[config.mk]
export PLATFORM = sky130hd
export DESIGN_NAME = scaled_muldiv_saturating
export DESIGN_NICKNAME = d
export VERILOG_FILES = /design/src/rtl/core/smd_pkg.sv /design/src/rtl/core/smd_mul.sv /design/src/rtl/core/smd_div.sv /design/src/rtl/core/scaled_muldiv_saturating.sv
export SDC_FILE = /design/constraint.sdc
export NUM_CORES = 1
export LEC_CHECK = 0
export BUFFER_PORTS_ARGS = -buffer_cell sky130_fd_sc_hd__buf_2
export CAP_MARGIN = 25
export CORE_MARGIN = 1
export CORE_UTILIZATION = 55
export DETAILED_ROUTE_END_ITERATION = 10
export PLACE_DENSITY_LB_ADDON = 0.12
export SETUP_SLACK_MARGIN = 0.5
export SLEW_MARGIN = 10
export SYNTH_ARGS = -nofsm -noshare
export SYNTH_HDL_FRONTEND = slang
export SYNTH_SLANG_ARGS = --single-unit
[constraint.sdc]
create_clock -name clk -period 7 [get_ports clk]
set_input_delay 2.1 -clock clk [delete_from_list [all_inputs] [get_ports clk]]
set_output_delay 2.1 -clock clk [all_outputs]
set_load 0.02 [all_outputs]
[src/rtl/core/smd_pkg.sv]
package smd_pkg;

  localparam int WORD_W = 32;
  localparam int CNT_W  = $clog2(WORD_W);

  // Largest result magnitude; results saturate to plus or minus this value.
  localparam logic [WORD_W-2:0] SAT_MAG = '1;

  // Status of a bit-serial arithmetic unit.
  typedef struct packed {
    logic busy;
    logic done;
  } smd_sts_t;

endpackage

[src/rtl/core/smd_mul.sv]
module smd_mul (
  input  logic                            clk,
  input  logic                            rst_n,
  input  logic                            start,
  input  logic [smd_pkg::WORD_W-1:0]      op_x,
  input  logic [smd_pkg::WORD_W-1:0]      op_y,
  output logic [2*smd_pkg::WORD_W-1:0]    prod,
  output smd_pkg::smd_sts_t               sts
);
  import smd_pkg::*;

  localparam logic [CNT_W-1:0] LAST = CNT_W'(WORD_W - 1);

  logic [2*WORD_W-1:0] prod_r;
  logic [2*WORD_W-1:0] prod_nxt;
  logic [WORD_W-1:0]   mcand_r;
  logic [CNT_W-1:0]    cnt_r;
  logic                busy_r;
  logic                done_r;
  logic [WORD_W:0]     sum;

  // Shift-add: one multiplier bit is consumed per cycle from the low end.
  always_comb begin
    sum      = {1'b0, prod_r[2*WORD_W-1:WORD_W]} + (prod_r[0] ? {1'b0, mcand_r} : '0);
    prod_nxt = {sum, prod_r[WORD_W-1:1]};
  end

  always_ff @(posedge clk) begin
    if (!rst_n) begin
      busy_r <= 1'b0;
      done_r <= 1'b0;
      cnt_r  <= '0;
    end else begin
      done_r <= 1'b0;
      if (start) begin
        busy_r <= 1'b1;
        cnt_r  <= '0;
      end else if (busy_r) begin
        cnt_r <= cnt_r + 1'b1;
        if (cnt_r == LAST) begin
          busy_r <= 1'b0;
          done_r <= 1'b1;
        end
      end
    end
  end

  always_ff @(posedge clk) begin
    if (start) begin
      mcand_r <= op_x;
      prod_r  <= {{WORD_W{1'b0}}, op_y};
    end else if (busy_r) begin
      prod_r <= prod_nxt;
    end
  end

  assign prod     = prod_r;
  assign sts.busy = busy_r;
  assign sts.done = done_r;

endmodule

[src/rtl/core/smd_div.sv]
module smd_div (
  input  logic                        clk,
  input  logic                        rst_n,
  input  logic                        start,
  input  logic [smd_pkg::WORD_W-1:0]  dividend,
  input  logic [smd_pkg::WORD_W-1:0]  divisor,
  output logic [smd_pkg::WORD_W-1:0]  quo,
  output smd_pkg::smd_sts_t           sts
);
  import smd_pkg::*;

  localparam logic [CNT_W-1:0] LAST = CNT_W'(WORD_W - 1);

  logic [WORD_W-1:0] rem_r;
  logic [WORD_W-1:0] quo_r;
  logic [WORD_W-1:0] dvsr_r;
  logic [CNT_W-1:0]  cnt_r;
  logic              busy_r;
  logic              done_r;
  logic [WORD_W:0]   shifted;
  logic [WORD_W+1:0] diff;
  logic              ge;
  logic [WORD_W-1:0] rem_nxt;
  logic [WORD_W-1:0] quo_nxt;

  // Restoring division: the dividend leaves quo_r at the top while the
  // quotient bits enter at the bottom, one per cycle.
  always_comb begin
    shifted = {rem_r, quo_r[WORD_W-1]};
    diff    = {1'b0, shifted} - {2'b00, dvsr_r};
    ge      = !diff[WORD_W+1];
    rem_nxt = ge ? diff[WORD_W-1:0] : shifted[WORD_W-1:0];
    quo_nxt = {quo_r[WORD_W-2:0], ge};
  end

  always_ff @(posedge clk) begin
    if (!rst_n) begin
      busy_r <= 1'b0;
      done_r <= 1'b0;
      cnt_r  <= '0;
    end else begin
      done_r <= 1'b0;
      if (start) begin
        busy_r <= 1'b1;
        cnt_r  <= '0;
      end else if (busy_r) begin
        cnt_r <= cnt_r + 1'b1;
        if (cnt_r == LAST) begin
          busy_r <= 1'b0;
          done_r <= 1'b1;
        end
      end
    end
  end

  always_ff @(posedge clk) begin
    if (start) begin
      rem_r  <= '0;
      quo_r  <= dividend;
      dvsr_r <= divisor;
    end else if (busy_r) begin
      rem_r <= rem_nxt;
      quo_r <= quo_nxt;
    end
  end

  assign quo      = quo_r;
  assign sts.busy = busy_r;
  assign sts.done = done_r;

endmodule

[src/rtl/core/scaled_muldiv_saturating.sv]
// Signed a*b/c with saturation to plus or minus 0x7FFFFFFF.
//
// Input channel: in_factor_a, in_factor_b and in_divisor travel as one item
// under in_valid / in_stall. The block works on one item at a time and
// holds in_stall high from the acceptance of an item until its result has
// been written into the output register; the next item can be taken in the
// cycle after that.
// Result channel: out_quotient under out_valid / out_stall. A finished
// result waits in the block while the output register is still occupied,
// and out_quotient holds while out_valid and out_stall are both high.
// Paths from acceptance to out_valid: a zero factor goes straight to the
// result; after the shift-add multiply the operands either saturate or,
// when the product fits in 32 bits, go through a restoring divide; else
// the scaled path normalizes, divides, multiplies and shifts back, and a
// product that overflows leaves the larger factor at most 15 bits of
// headroom. The bit-serial multiplier and divider work one bit per cycle;
// a stalled receiver delays out_valid further.
// Reset (synchronous, rst_n low) returns the sequencer to idle, drops
// out_valid and idles the multiplier and divider; datapath registers are not reset.
module scaled_muldiv_saturating (
  input  logic                              clk,
  input  logic                              rst_n,
  input  logic                              in_valid,
  output logic                              in_stall,
  input  logic signed [smd_pkg::WORD_W-1:0] in_factor_a,
  input  logic signed [smd_pkg::WORD_W-1:0] in_factor_b,
  input  logic signed [smd_pkg::WORD_W-1:0] in_divisor,
  output logic                              out_valid,
  input  logic                              out_stall,
  output logic signed [smd_pkg::WORD_W-1:0] out_quotient
);
  import smd_pkg::*;

  typedef enum logic [3:0] {
    S_IDLE,
    S_LOAD,
    S_MUL_AB,
    S_DIV_EX,
    S_LZ,
    S_RS,
    S_DIV_MG,
    S_MUL_QS,
    S_SHR,
    S_FINISH
  } state_t;

  function automatic logic [WORD_W-1:0] mag_of(input logic [WORD_W-1:0] x);
    mag_of = x[WORD_W-1] ? (~x + 1'b1) : x;
  endfunction

  function automatic logic [WORD_W-1:0] signed_res(input logic neg,
                                                   input logic [WORD_W-2:0] mag);
    signed_res = neg ? (~{1'b0, mag} + 1'b1) : {1'b0, mag};
  endfunction

  state_t              state_r;
  logic [WORD_W-1:0]   ma_r;
  logic [WORD_W-1:0]   mb_r;
  logic [WORD_W-1:0]   mc_r;
  logic                neg_r;
  logic                sab_r;
  logic [WORD_W-1:0]   work_r;
  logic [WORD_W-1:0]   small_r;
  logic [WORD_W-1:0]   scan_r;
  logic [CNT_W-1:0]    left_r;
  logic [CNT_W-1:0]    right_r;
  logic [CNT_W-1:0]    shift_r;
  logic [2*WORD_W-1:0] prod_r;
  logic [WORD_W-1:0]   rslt_r;
  logic [WORD_W-1:0]   out_quotient_r;
  logic                out_valid_r;

  logic                in_acc;
  logic                zero_in;
  logic                mul_start;
  logic [WORD_W-1:0]   mul_x;
  logic [WORD_W-1:0]   mul_y;
  logic [2*WORD_W-1:0] mul_prod;
  smd_sts_t            mul_sts;
  logic                div_start;
  logic [WORD_W-1:0]   div_dvd;
  logic [WORD_W-1:0]   div_quo;
  smd_sts_t            div_sts;
  logic                fits;
  logic                exact_ok;
  logic                sat_early;
  logic                scan_gt;
  logic [WORD_W-2:0]   ex_mag;
  logic [WORD_W-2:0]   mg_mag;
  logic                out_free;

  assign in_stall = (state_r != S_IDLE);
  assign in_acc   = in_valid && !in_stall;
  assign zero_in  = (in_factor_a == '0) || (in_factor_b == '0);
  assign out_free = !out_valid_r || !out_stall;

  // The product of the magnitudes is at most 2^62; it fits in a signed word
  // when below 2^31, or equal to 2^31 with a negative sign.
  always_comb begin
    fits = (mul_prod[2*WORD_W-1:WORD_W-1] == '0) ||
           (sab_r && (mul_prod[2*WORD_W-1:WORD_W-1] == (WORD_W+1)'(1)) &&
            (mul_prod[WORD_W-2:0] == '0));
    exact_ok  = fits && (mc_r != '0);
    sat_early = (mc_r == '0) || ma_r[WORD_W-1] || mb_r[WORD_W-1] || mc_r[WORD_W-1];
    scan_gt   = scan_r > mc_r;
    ex_mag    = div_quo[WORD_W-1] ? SAT_MAG : div_quo[WORD_W-2:0];
    mg_mag    = (prod_r[2*WORD_W-1:WORD_W-1] != '0) ? SAT_MAG : prod_r[WORD_W-2:0];
  end

  // One multiplier serves both products, one divider both quotients.
  always_comb begin
    mul_start = (state_r == S_LOAD) || ((state_r == S_DIV_MG) && div_sts.done);
    mul_x     = (state_r == S_LOAD) ? ma_r : div_quo;
    mul_y     = (state_r == S_LOAD) ? mb_r : small_r;
    div_start = ((state_r == S_MUL_AB) && mul_sts.done && exact_ok) ||
                ((state_r == S_RS) && !scan_gt && (right_r <= left_r));
    div_dvd   = (state_r == S_MUL_AB) ? mul_prod[WORD_W-1:0] : work_r;
  end

  smd_mul u_mul (
    .clk   (clk),
    .rst_n (rst_n),
    .start (mul_start),
    .op_x  (mul_x),
    .op_y  (mul_y),
    .prod  (mul_prod),
    .sts   (mul_sts)
  );

  smd_div u_div (
    .clk      (clk),
    .rst_n    (rst_n),
    .start    (div_start),
    .dividend (div_dvd),
    .divisor  (mc_r),
    .quo      (div_quo),
    .sts      (div_sts)
  );

  always_ff @(posedge clk) begin
    if (!rst_n) begin
      state_r     <= S_IDLE;
      out_valid_r <= 1'b0;
    end else begin
      if (out_valid_r && !out_stall) begin
        out_valid_r <= 1'b0;
      end
      unique case (state_r)
        S_IDLE: begin
          if (in_acc) begin
            ma_r  <= mag_of(in_factor_a);
            mb_r  <= mag_of(in_factor_b);
            mc_r  <= mag_of(in_divisor);
            sab_r <= in_factor_a[WORD_W-1] ^ in_factor_b[WORD_W-1];
            neg_r <= in_factor_a[WORD_W-1] ^ in_factor_b[WORD_W-1] ^ in_divisor[WORD_W-1];
            if (zero_in) begin
              rslt_r  <= '0;
              state_r <= S_FINISH;
            end else begin
              state_r <= S_LOAD;
            end
          end
        end
        S_LOAD: begin
          state_r <= S_MUL_AB;
        end
        S_MUL_AB: begin
          if (mul_sts.done) begin
            if (exact_ok) begin
              state_r <= S_DIV_EX;
            end else if (sat_early) begin
              rslt_r  <= signed_res(neg_r, SAT_MAG);
              state_r <= S_FINISH;
            end else begin
              if (mb_r > ma_r) begin
                work_r  <= mb_r;
                small_r <= ma_r;
                scan_r  <= ma_r;
              end else begin
                work_r  <= ma_r;
                small_r <= mb_r;
                scan_r  <= mb_r;
              end
              left_r  <= '0;
              right_r <= '0;
              state_r <= S_LZ;
            end
          end
        end
        S_DIV_EX: begin
          if (div_sts.done) begin
            rslt_r  <= signed_res(neg_r, ex_mag);
            state_r <= S_FINISH;
          end
        end
        S_LZ: begin
          // Normalize the larger factor up to bit 30, counting the headroom.
          if (work_r[WORD_W-2]) begin
            state_r <= S_RS;
          end else begin
            work_r <= {work_r[WORD_W-2:0], 1'b0};
            left_r <= left_r + 1'b1;
          end
        end
        S_RS: begin
          // Each step right also undoes one step of the normalization, so
          // work_r ends as the larger factor shifted left by left - right.
          if (scan_gt) begin
            scan_r  <= {1'b0, scan_r[WORD_W-1:1]};
            work_r  <= {1'b0, work_r[WORD_W-1:1]};
            right_r <= right_r + 1'b1;
          end else if (right_r > left_r) begin
            rslt_r  <= signed_res(neg_r, SAT_MAG);
            state_r <= S_FINISH;
          end else begin
            shift_r <= left_r - right_r;
            state_r <= S_DIV_MG;
          end
        end
        S_DIV_MG: begin
          if (div_sts.done) begin
            state_r <= S_MUL_QS;
          end
        end
        S_MUL_QS: begin
          if (mul_sts.done) begin
            prod_r  <= mul_prod;
            state_r <= S_SHR;
          end
        end
        S_SHR: begin
          if (shift_r == '0) begin
            rslt_r  <= signed_res(neg_r, mg_mag);
            state_r <= S_FINISH;
          end else begin
            prod_r  <= {1'b0, prod_r[2*WORD_W-1:1]};
            shift_r <= shift_r - 1'b1;
          end
        end
        S_FINISH: begin
          if (out_free) begin
            out_quotient_r <= rslt_r;
            out_valid_r    <= 1'b1;
            state_r        <= S_IDLE;
          end
        end
        default: begin
          state_r <= S_IDLE;
        end
      endcase
    end
  end

  assign out_valid    = out_valid_r;
  assign out_quotient = out_quotient_r;

  a_mul_start_idle: assert property (@(posedge clk) disable iff (!rst_n)
    mul_start |-> !mul_sts.busy)
    else $error("multiplier started while busy");

  a_div_start_idle: assert property (@(posedge clk) disable iff (!rst_n)
    div_start |-> !div_sts.busy)
    else $error("divider started while busy");

  a_accept_next: assert property (@(posedge clk) disable iff (!rst_n)
    in_acc |=> (state_r == S_LOAD) || (state_r == S_FINISH))
    else $error("accepted item did not start");

  a_finish_waits: assert property (@(posedge clk) disable iff (!rst_n)
    (state_r == S_FINISH) && out_valid_r && out_stall |=> state_r == S_FINISH)
    else $error("result left while output register was occupied");

  a_no_min_result: assert property (@(posedge clk) disable iff (!rst_n)
    out_valid_r |-> out_quotient_r != {1'b1, {(WORD_W-1){1'b0}}})
    else $error("result outside saturation range");

endmodule
==> results.json <==
{
  "postPlaceCellArea_mm2": 0.0331,
  "antenna_found_initial": 2,
  "finalCritPeriodShare_pct": 69.3,
  "final.setup.tns_ns": 0,
  "finalMaxSlewViolations": 0,
  "met1_usage_pct": 43.6,
  "fill_cells": 4662,
  "gp_congestion": 0.932,
  "rsz0062_at_grt": "no",
  "multi_input_area_mm2": 0.0150,
  "cts_num_sinks": 548,
  "layout-drive-gt1-share_pct": 14.5,
  "wirelength_mm": 84.2,
  "clockBufferDepth": 3,
  "synth_edf_count": 465,
  "p_leak_uw": 0.0133,
  "drc": 0,
  "grt.overflow.total": 0,
  "clk_pin_slew_worst_paths_ns": 0.06,
  "path_cells": "buf_2 -> or4_1 -> nor4_1 -> and2_1 -> nand4_1 -> nor4_1 -> a21oi_1 -> nand2b_1 -> and3_1 -> buf_4",
  "start_util_pct": 55.9,
  "seq_area_frac_synth_pct": 49.4,
  "fin_nets": 3345,
  "cp_top_family": "simple AND/OR/NAND/NOR gates",
  "worst_slack_ns": 2.15,
  "cp_max_fo": 32,
  "finalSetupViolCount": 0,
  "period_minus_slack_ns": 4.85,
  "firstDrtPassIters": 6,
  "regArea_mm2": 0.0156,
  "core_area_mm2": 0.0566,
  "use_met3_pct": 3.68,
  "irDropWorstVdd_mv": 0.243,
  "synth.most_common_cell": "edfxtp_1",
  "numCtsBuffers": 59,
  "dieArea_mm2": 0.0585,
  "grt_use_met2_pct": 42.3,
  "ctsHoldBuffers": 0,
  "io_pins": 134,
  "post-synth-top-area-cell": "edfxtp_1",
  "max_cap_viol_count": 0,
  "worst_setup_path_end_kind": "flop",
  "grt_max_degree": 99,
  "fin_util_pct": 62.0,
  "netlist_top_cells_area": "edfxtp_1 44%, ha_1 5.8%, dfxtp_1 5.3%",
  "hp-class": "reg2reg",
  "grt_pass1_wl_mm": 130,
  "grt_pass1_vias": 22532,
  "row_count": 87,
  "cts_tree": "yes",
  "vias": 23938,
  "grt_usage_pct": 28.4,
  "yosys.cell_types.count": 83,
  "yosysTopAreaCellShare_pct": 44.1,
  "ys_seq_elements": 548,
  "viasPerCell": 6.13,
  "synth-main-ff-cell": "edfxtp_1",
  "fin_skew_ns": 0.0216,
  "dieWidth_um": 242,
  "startpoint_type": "primary input",
  "async_flop_share_pct": 0,
  "top_usage_layer": "met1",
  "area_growth_pct": 10.9,
  "slowest_delay_ns": 0.58,
  "final_area_mm2": 0.0351,
  "syn_area_per_cell_um2": 10.5,
  "h-tree-depth": 2,
  "clk_latency_ns": 0.63,
  "synth_cells": 3010,
  "finalHoldViolations": 0,
  "clock-root-buffer": "clkbuf_16",
  "post-place-ws_ns": 1.49,
  "power_uw": 12400,
  "ctsResizeCount": 0,
  "path_buf_inv": 2,
  "portBuffers": 133,
  "worst_slew_pin_slew_ns": 0.886,
  "ys_top_cells_by_count": "465 x edfxtp_1, 402 x nand2_1, 203 x nor2_1",
  "outcome": "completed",
  "critPathMostFrequentCell": "nor4_1",
  "wl_per_cell_um": 21.6,
  "ant_nets": 0,
  "fmax_mhz": 206,
  "path_class": "in2reg",
  "power_density_mw_per_mm2": 354,
  "die_y_um": 242,
  "crit_required_ns": 7.27,
  "slowest_stage": "or4_1",
  "max-slew-margin-rel_pct": 40.2,
  "post-dp-hpwl_mm": 62.5,
  "syn_area_mm2": 0.0316,
  "postCtsSetupBuffers": 0,
  "ys_warn_count": 0,
  "arrival_ns": 5.12,
  "drt_iter0_drc": 2676,
  "syn_nets": 3259
}
[state kept, by name (all words and copies together) (netlist names), 32 cells and up]
| name | flops |
|---|---|
| prod_r | 64 |
| u_mul.prod | 64 |
| ma_r | 32 |
| mb_r | 32 |
| mc_r | 32 |
| out_quotient | 32 |
| rslt_r | 32 |
| scan_r | 32 |
| small_r | 32 |
| u_div.dvsr_r | 32 |
| u_div.quo | 32 |
| u_div.rem_r | 32 |
| u_mul.mcand_r | 32 |
| work_r | 32 |
[per-layer routing]
layer  wire length (um)  vias to the layer above  part of all wire, %
met3               6360                      106                  7.6
met2              36400                      952                   43
met5                  0                        -                    0
met1              39300                    11556                   47
met4               2170                        0                  2.6
li1                   -                    11324                    -
[cells in the final DEF (no fill, tap or decap), drive strengths merged, types with 57 or more instances in the layout]
cell type / Yosys / layout
a21oi: 144 / 144
buf: 31 / 167
clkbuf: 112 / 78
dfxtp: 83 / 83
edfxtp: 465 / 465
ha: 146 / 146
inv: 150 / 153
mux2: 156 / 156
mux2i: 102 / 102
nand2: 402 / 402
nor2: 203 / 203
nor3: 57 / 57
o21ai: 154 / 154
xnor2: 139 / 139
[cells by family after synthesis]
kind of cell | after synthesis | synth area share [%]
simple gates | 959 | 14.4
buf+inv | 294 | 3.53
compound gates | 623 | 13.0
xor+xnor | 179 | 4.96
fa+ha+maj | 149 | 5.96
mux | 258 | 8.78
flops | 548 | 49.4
[cell type report]
type,count,share of cell area (%)
inverters,151,1.62
well taps,756,2.70
diodes,1,0.00713
flip-flops and latches,548,44.5
repair buffers,168,2.85
clock inverters,34,1.03
clock buffers,78,4.61
multi-input cells,2168,42.7
[power breakdown]
| group | internal [uW] | switching, uW |
|---|---|---|
| logic | 1650 | 2550 |
| clock network | 1880 | 1310 |
| registers | 4410 | 628 |
| total | 7940 | 4490 |
[worst paths after layout]
path,startpoint,endpoint,slack (ns),depth (start not counted)
max,in_factor_a[3],rslt_r[10],2.15,10
min,rslt_r[11],out_quotient[11],0.42,0
max reg2reg,prod_r[33],rslt_r[16],2.17,14
min reg2reg,rslt_r[11],out_quotient[11],0.42,0
[per-stage QoR]
| stage | std cells | hold WS (ns) |
|---|---|---|
| floorplan | 3010 | 0.400 |
| global placement | 3787 | 0.407 |
| detailed placement | 3789 | 0.405 |
| CTS | 3901 | 0.417 |
| global route | 3904 | 0.424 |
| finish | 3904 | 0.416 |
Power figures use the tool's default switching activity.
